File: config.mk
export PLATFORM = sky130hd
export DESIGN_NAME = cba_front
export DESIGN_NICKNAME = d
export VERILOG_FILES = /design/src/rtl/cba_pkg.sv /design/src/rtl/cba_front.sv
export SDC_FILE = /design/constraint.sdc
export NUM_CORES = 1
export LEC_CHECK = 0
export BUFFER_PORTS_ARGS = -buffer_cell sky130_fd_sc_hd__buf_4
export CAP_MARGIN = 20
export CORE_UTILIZATION = 45
export DETAILED_ROUTE_END_ITERATION = 8
export PLACE_DENSITY = 0.8
export SLEW_MARGIN = 20
export SYNTH_ARGS = -nofsm -noshare
export SYNTH_HDL_FRONTEND = slang
export SYNTH_SLANG_ARGS = --single-unit
File: constraint.sdc
create_clock -name clk -period 2.9 [get_ports clk]
set_input_delay 0.145 -clock clk [delete_from_list [all_inputs] [get_ports clk]]
set_output_delay 0.145 -clock clk [all_outputs]
set_load 0.02 [all_outputs]
File: src/rtl/cba_pkg.sv
package cba_pkg;

	// request codes
	localparam logic [2:0] REQ_INIT        = 3'd0;
	localparam logic [2:0] REQ_BLOCK_ALLOC = 3'd1;
	localparam logic [2:0] REQ_BLOCK_FREE  = 3'd2;
	localparam logic [2:0] REQ_SPACE_ALLOC = 3'd3;
	localparam logic [2:0] REQ_SPACE_FREE  = 3'd4;

	// status codes
	localparam logic [1:0] ST_OK      = 2'd0;
	localparam logic [1:0] ST_TOO_BIG = 2'd1;
	localparam logic [1:0] ST_FULL    = 2'd2;

	// configuration register indexes
	localparam logic [1:0] CFG_BASE_SPACE    = 2'd0;
	localparam logic [1:0] CFG_FREE_CODE     = 2'd1;
	localparam logic [1:0] CFG_BLOCKS_CODE   = 2'd2;
	localparam logic [1:0] CFG_RESERVED_CODE = 2'd3;

	// classified request handed from front to back
	typedef struct packed {
		logic [2:0] req;
		logic [7:0] tag;
		logic [7:0] count;    // 1..127, zero already mapped to one
		logic [3:0] sidx;
		logic [5:0] bidx;
	} cmd_t;

	typedef struct packed {
		logic [1:0] status;
		logic [3:0] fs;
		logic [5:0] fb;
	} rsp_t;

	typedef enum logic [3:0] {
		E_IDLE,
		E_INIT,
		E_FILL,
		E_SCAN_SPACE,
		E_SCAN_RD,
		E_SCAN_WAIT,
		E_SCAN_BLK,
		E_TAG,
		E_NEWSPACE,
		E_BFREE,
		E_DONE
	} eng_state_t;

endpackage

File: src/rtl/cba_front.sv
module cba_front (
	input  logic          clk,
	input  logic          arst_n,
	input  logic          in_valid,
	output logic          in_ready,
	input  logic [2:0]    req_type,
	input  logic [7:0]    type_tag,
	input  logic [6:0]    block_count,
	input  logic [3:0]    space_index,
	input  logic [5:0]    block_index,
	output logic          cmd_valid,
	input  logic          cmd_ready,
	output cba_pkg::cmd_t cmd
);
	// two-entry queue of classified requests
	cba_pkg::cmd_t q_q [2];
	logic          rd_q, wr_q;
	logic [1:0]    cnt_q;
	cba_pkg::cmd_t c;

	// classify: map a count of zero to one
	always_comb begin
		c.req   = req_type;
		c.tag   = type_tag;
		c.count = (block_count == 7'd0) ? 8'd1 : {1'b0, block_count};
		c.sidx  = space_index;
		c.bidx  = block_index;
	end

	assign in_ready  = (cnt_q != 2'd2);
	assign cmd_valid = (cnt_q != 2'd0);
	assign cmd       = q_q[rd_q];

	// payload writes
	always_ff @(posedge clk) begin
		if (in_valid && in_ready) begin
			q_q[wr_q] <= c;
		end
	end

	// advance pointers and fill count
	always_ff @(posedge clk or negedge arst_n) begin
		if (!arst_n) begin
			rd_q  <= 1'b0;
			wr_q  <= 1'b0;
			cnt_q <= 2'd0;
		end else begin
			if (in_valid && in_ready) begin
				wr_q <= ~wr_q;
			end
			if (cmd_valid && cmd_ready) begin
				rd_q <= ~rd_q;
			end
			cnt_q <= cnt_q + 2'(in_valid && in_ready) - 2'(cmd_valid && cmd_ready);
		end
	end
endmodule

; ---- Yosys cells after proc, flatten, opt, wreduce, memory -nomap -nowiden
; Memories as Yosys holds them, arrays and structs flattened.
; Cells that the tools add are included.
[classes]
addsub = 2
multipliers = 0
div_mod_pow = 0
n_lt_le_gt_ge = 0
n_eq_ne = 1
shifts = 0
n_mux = 3
bitwise_logic = 2
reduce_logical = 4
[op_table]
columns = operator, n
row1 = 7-bit logical NOT, 1
row2 = 7-bit 2-to-1 mux, 1
row3 = 2-bit by 1-bit adder with 2-bit output, 1
row4 = 1-bit logical AND, 2
row5 = 1-bit 2-to-1 mux, 2
row6 = "2-bit inequality test, second input constant", 1
row7 = 1-bit inverter, 2
row8 = 2-bit nonzero test, 1
row9 = 2-bit by 1-bit subtractor with 2-bit output, 1
[word_totals]
reg_bits = 4
latchBits = 0
ram_bits = 56
mem_bits_ro = 0
inputBits = 32
elab_cells = 16
memories = 1
[mem_list]
columns = memory, words, width, rd, rd_clocked_by_memory_dff, wr, line_no
row1 = q_q, 2, 28, 1, 0, 1, cba_front.sv:16  ; cba_pkg::cmd_t q_q [2];

; ---- Logic depth before layout (Yosys ltp)
[depth]
ltp_word = 4
ltp_mapped = 5
ltp_nobuf = 5

; ---- Least setup slack after synthesis
; Ideal clock, no wire load.
[synth_timing]
kind = register to register
start = register cnt_q[0]
end = memory q_q[0][0] (netlist name), enable pin
arrival_ps = 1995
required_ps = 2487
path_slack_ps = 492
path_stages_with_launch = 4
synth_period_minus_slack_ps = 2408
cell_sequence = dfrtp_1 > nand2b_1 > nand2_1 > nor2_1
[synth_between]
elab_chain_len = 4
[synth_rtl]
columns = item, line_no
row1 = start: declaration, cba_front.sv:18  ; logic [1:0] cnt_q;
row2 = start signal: assignment, cba_front.sv:54  ; cnt_q <= cnt_q + 2'(in_valid && in_ready) - 2'(cmd_valid && cmd_ready);
row3 = 2-bit inequality test, cba_front.sv:30  ; assign in_ready = (cnt_q != 2'd2);
row4 = named net in_ready, cba_front.sv:5  ; output logic in_ready,
row5 = 1-bit logical AND, cba_front.sv:36  ; if (in_valid && in_ready) begin
row6 = 1-bit 2-to-1 mux, cba_front.sv:36
row7 = 1-bit 2-to-1 mux (not written as such), cba_front.sv:37  ; q_q[wr_q] <= c;
row8 = end: declaration, cba_front.sv:16
; The timed path passes the listed nets, and every way through them passes these cells.

==> flow_summary.yaml <==
outcome:
  status: "completed"
route:
  vias: 1346
  highest_layer: "met4"
  drt_iter0_drc: 76
  viasPerCell: 4.79
  routed-wl-met2_um: 2300
  wl_met3_um: 240
  drc: 0
  wl_um: 4380
  postRouteAntennaNets: 0
  drt-pass1-iter-count: 4
  routedWlPerCell_um: 15.6
  wl_met1_um: 1790
cts:
  cts_made_buffers: 9
  cts_hold_buffers: 25
  clock-sinks: 60
  cts_setup_buffers: 0
  htreeDepth: 3
  post_cts_resized: 0
  cts.clk_slew.worst_paths_ns: 0.06
  ctsLongestPathBuffers: 2
  root_buffer: "clkbuf_8"
  insertion_delay_ns: 0.33
  cts_tree: "done"
power:
  peakVddDrop_v: 0.000525
  p_per_area_nw_per_um2: 938
  intPower_mw: 2.03
  p_leak_nw: 1.23
  seq_power_share: 0.429
  p_comb_frac: 0.369
  swShare: 0.328
  netSwitchingPower_mw: 0.990
  pwr-share-clk: 0.201
critical_path:
  worstSetupPathType: "reg2out"
  cp.required_ns: 2.76
  ff2ff_path_depth: 2
  crit_chain: "buf_4 > mux2_2 > buf_4"
  crit_cells: 3
  critPathArrivalTime_ns: 1.96
  start_kind: "flop"
  crit_top_cell: "buf_4"
  crit_slowest_cell: "dfrtp_1"
  crit_path_end_kind: "output pin"
  critPathBufInv: 2
  critPathTopFamily: "flip-flops"
  max_stage_delay_ns: 0.74
  cp_max_fo: 15
sta:
  rsz0062_at_grt: "no"
  fmax_mhz: 476
  slew_headroom: 0.554
  worst_pin_slew_ns: 0.669
  drv_slew: 0
  setup_viol: 0
  fin_worst_skew_ns: 0.00684
  min_period_ns: 2.10
  post-route-period-util: 0.725
  hold_violations: 0
  finalSetupTns_ns: 0
layout:
  synthToLayoutAreaGrowth_pct: 40.1
  fin_util: 0.669
  fillers: 357
  drive_gt1_frac: 0.509
  n_antenna_cell: 0
  multi_input_area_sq_um: 472
  regArea_sq_um: 1780
  fin_nets: 242
global_routing:
  antenna_found_initial: 0
  grt_max_degree: 29
  grt_pass1_vias: 1467
  gr-total-overflow: 0
  grt_first_pass_wirelength_um: 6690
  grt_usage: 0.178
floorplan:
  die_h_um: 73.5
  start_util: 0.477
  die_x_um: 73.5
  core_sq_um: 4820
  die_area_sq_um: 5400
  ios: 63
  placementRows: 25
synthesis:
  syn_avg_cell_area_sq_um: 19.2
  synth_nets: 153
  ys_seq_area_frac: 0.775
  yosys_warnings: 0
  ys_ff_latch: 60
  syn_inst: 120
  syn_area_sq_um: 2300
  synth_cell_types: 22
hold_path:
  hold_class: "in2reg"
  hold_depth: 1
place:
  place.port_buffers: 61
  gp_congestion: 0.668
  dp_hpwl_um: 2760
job:
  cap_violations: 0
-- sequential cells by signal, indices dropped and copies added (netlist names) --
signal and flops:
q_q 56, cnt_q 2, rd_q 1, wr_q 1
-- worst paths after layout --
check,end,startpoint,slack (ns)
worst max-delay path,cmd[2],rd_q,0.80
worst min-delay path,q_q[1][13],block_count[3],0.02
worst max register to register,q_q[1][15],cnt_q[0],1.25
worst min register to register,wr_q,wr_q,0.53
max in group asynchronous,rd_q,arst_n,2.65
min in group asynchronous,cnt_q[0],arst_n,0.14
-- metal layers --
metal,vias to the layer above,global-route usage
met2,51,0.308
met5,-,0
met1,659,0.193
met4,0,0.105
met3,6,0.0508
li1,630,-
-- synthesized netlist by cell type --
cell	n	share of area
or2_2	1	0.0027
conb_1	1	0.0016
nand2_1	2	0.0033
ha_1	1	0.0054
nor2_1	4	0.0065
and4bb_1	1	0.0054
clkbuf_1	6	0.0098
dfrtp_1	4	0.044
and3_2	1	0.0033
and2b_1	1	0.0033
mux2_2	28	0.14
edfxtp_1	56	0.73
nand3_1	1	0.0022
buf_4	2	0.0065
o21ba_2	1	0.0044
xnor2_1	3	0.011
a311oi_2	1	0.0065
buf_2	2	0.0044
nor4_1	1	0.0027
o21ai_0	1	0.0022
a21o_1	1	0.0033
nand2b_1	1	0.0027
-- cell families (layout without fill, tap and decap cells) --
family,after synthesis,count (layout),synth area share
AND/OR/NAND/NOR,13,13,0.0321
XOR/XNOR,3,3,0.0114
other,1,1,0.00163
buffers and inverters,10,104,0.0207
adder cells (fa/ha/maj),1,1,0.00544
flip-flops,60,60,0.775
AO/OA/AOI/OAI,4,4,0.0163
multiplexers,28,28,0.137
-- placed cells by master (no fill, tap or decap), types with 2 or more instances in the layout --
master	Yosys	final
clkbuf_1	6	2
nand2_1	2	2
nor2_1	4	3
xnor2_1	3	3
clkinv_2	0	2
dlygate4sd3_1	0	25
clkbuf_8	0	9
dfrtp_1	4	4
mux2_2	28	28
edfxtp_1	56	56
clkinvlp_4	0	2
buf_4	2	63
-- power by group through the flow --
stage | Clock, mW | Combinational [mW] | Sequential [mW]
2_1_floorplan | 0 | 0.723 | 1.25
3_3_place_gp | 0 | 1.07 | 1.30
3_5_place_dp | 0 | 1.10 | 1.31
4_1_cts | 0.623 | 1.13 | 1.30
5_1_grt | 0.665 | 1.19 | 1.32
6_report | 0.608 | 1.12 | 1.30
-- through the flow --
| stage | power [mW] | std cells | hold slack [ns] | area [sq um] | setup slack, ns |
|---|---|---|---|---|---|
| after global routing | 3.17 | 281 | 0.00362 | 3220 | 0.686 |
| after global placement | 2.36 | 240 | -0.0530 | 2810 | 1.20 |
| final | 3.02 | 281 | 0.0157 | 3220 | 0.798 |
| after CTS | 3.05 | 281 | 0.00178 | 3220 | 0.770 |
| after detailed placement | 2.41 | 240 | -0.0510 | 2810 | 1.14 |
| after floorplan | 1.98 | 120 | -0.151 | 2300 | 0.492 |
-- worst register-to-register path, delay by kind of cell, from the launching register on --
family | cells | cell delay, ns
flip-flops | 1 | 0.44
AND/OR/NAND/NOR | 2 | 0.82
-- area by class of cell --
type	instances	share of cell area
clock buffers	11	0.0408
clock inverters	5	0.00894
multi-input cells	50	0.146
flip-flops and latches	60	0.553
well taps	67	0.0260
repair buffers	88	0.225
Note: power is estimated with default switching activity, not from simulation.
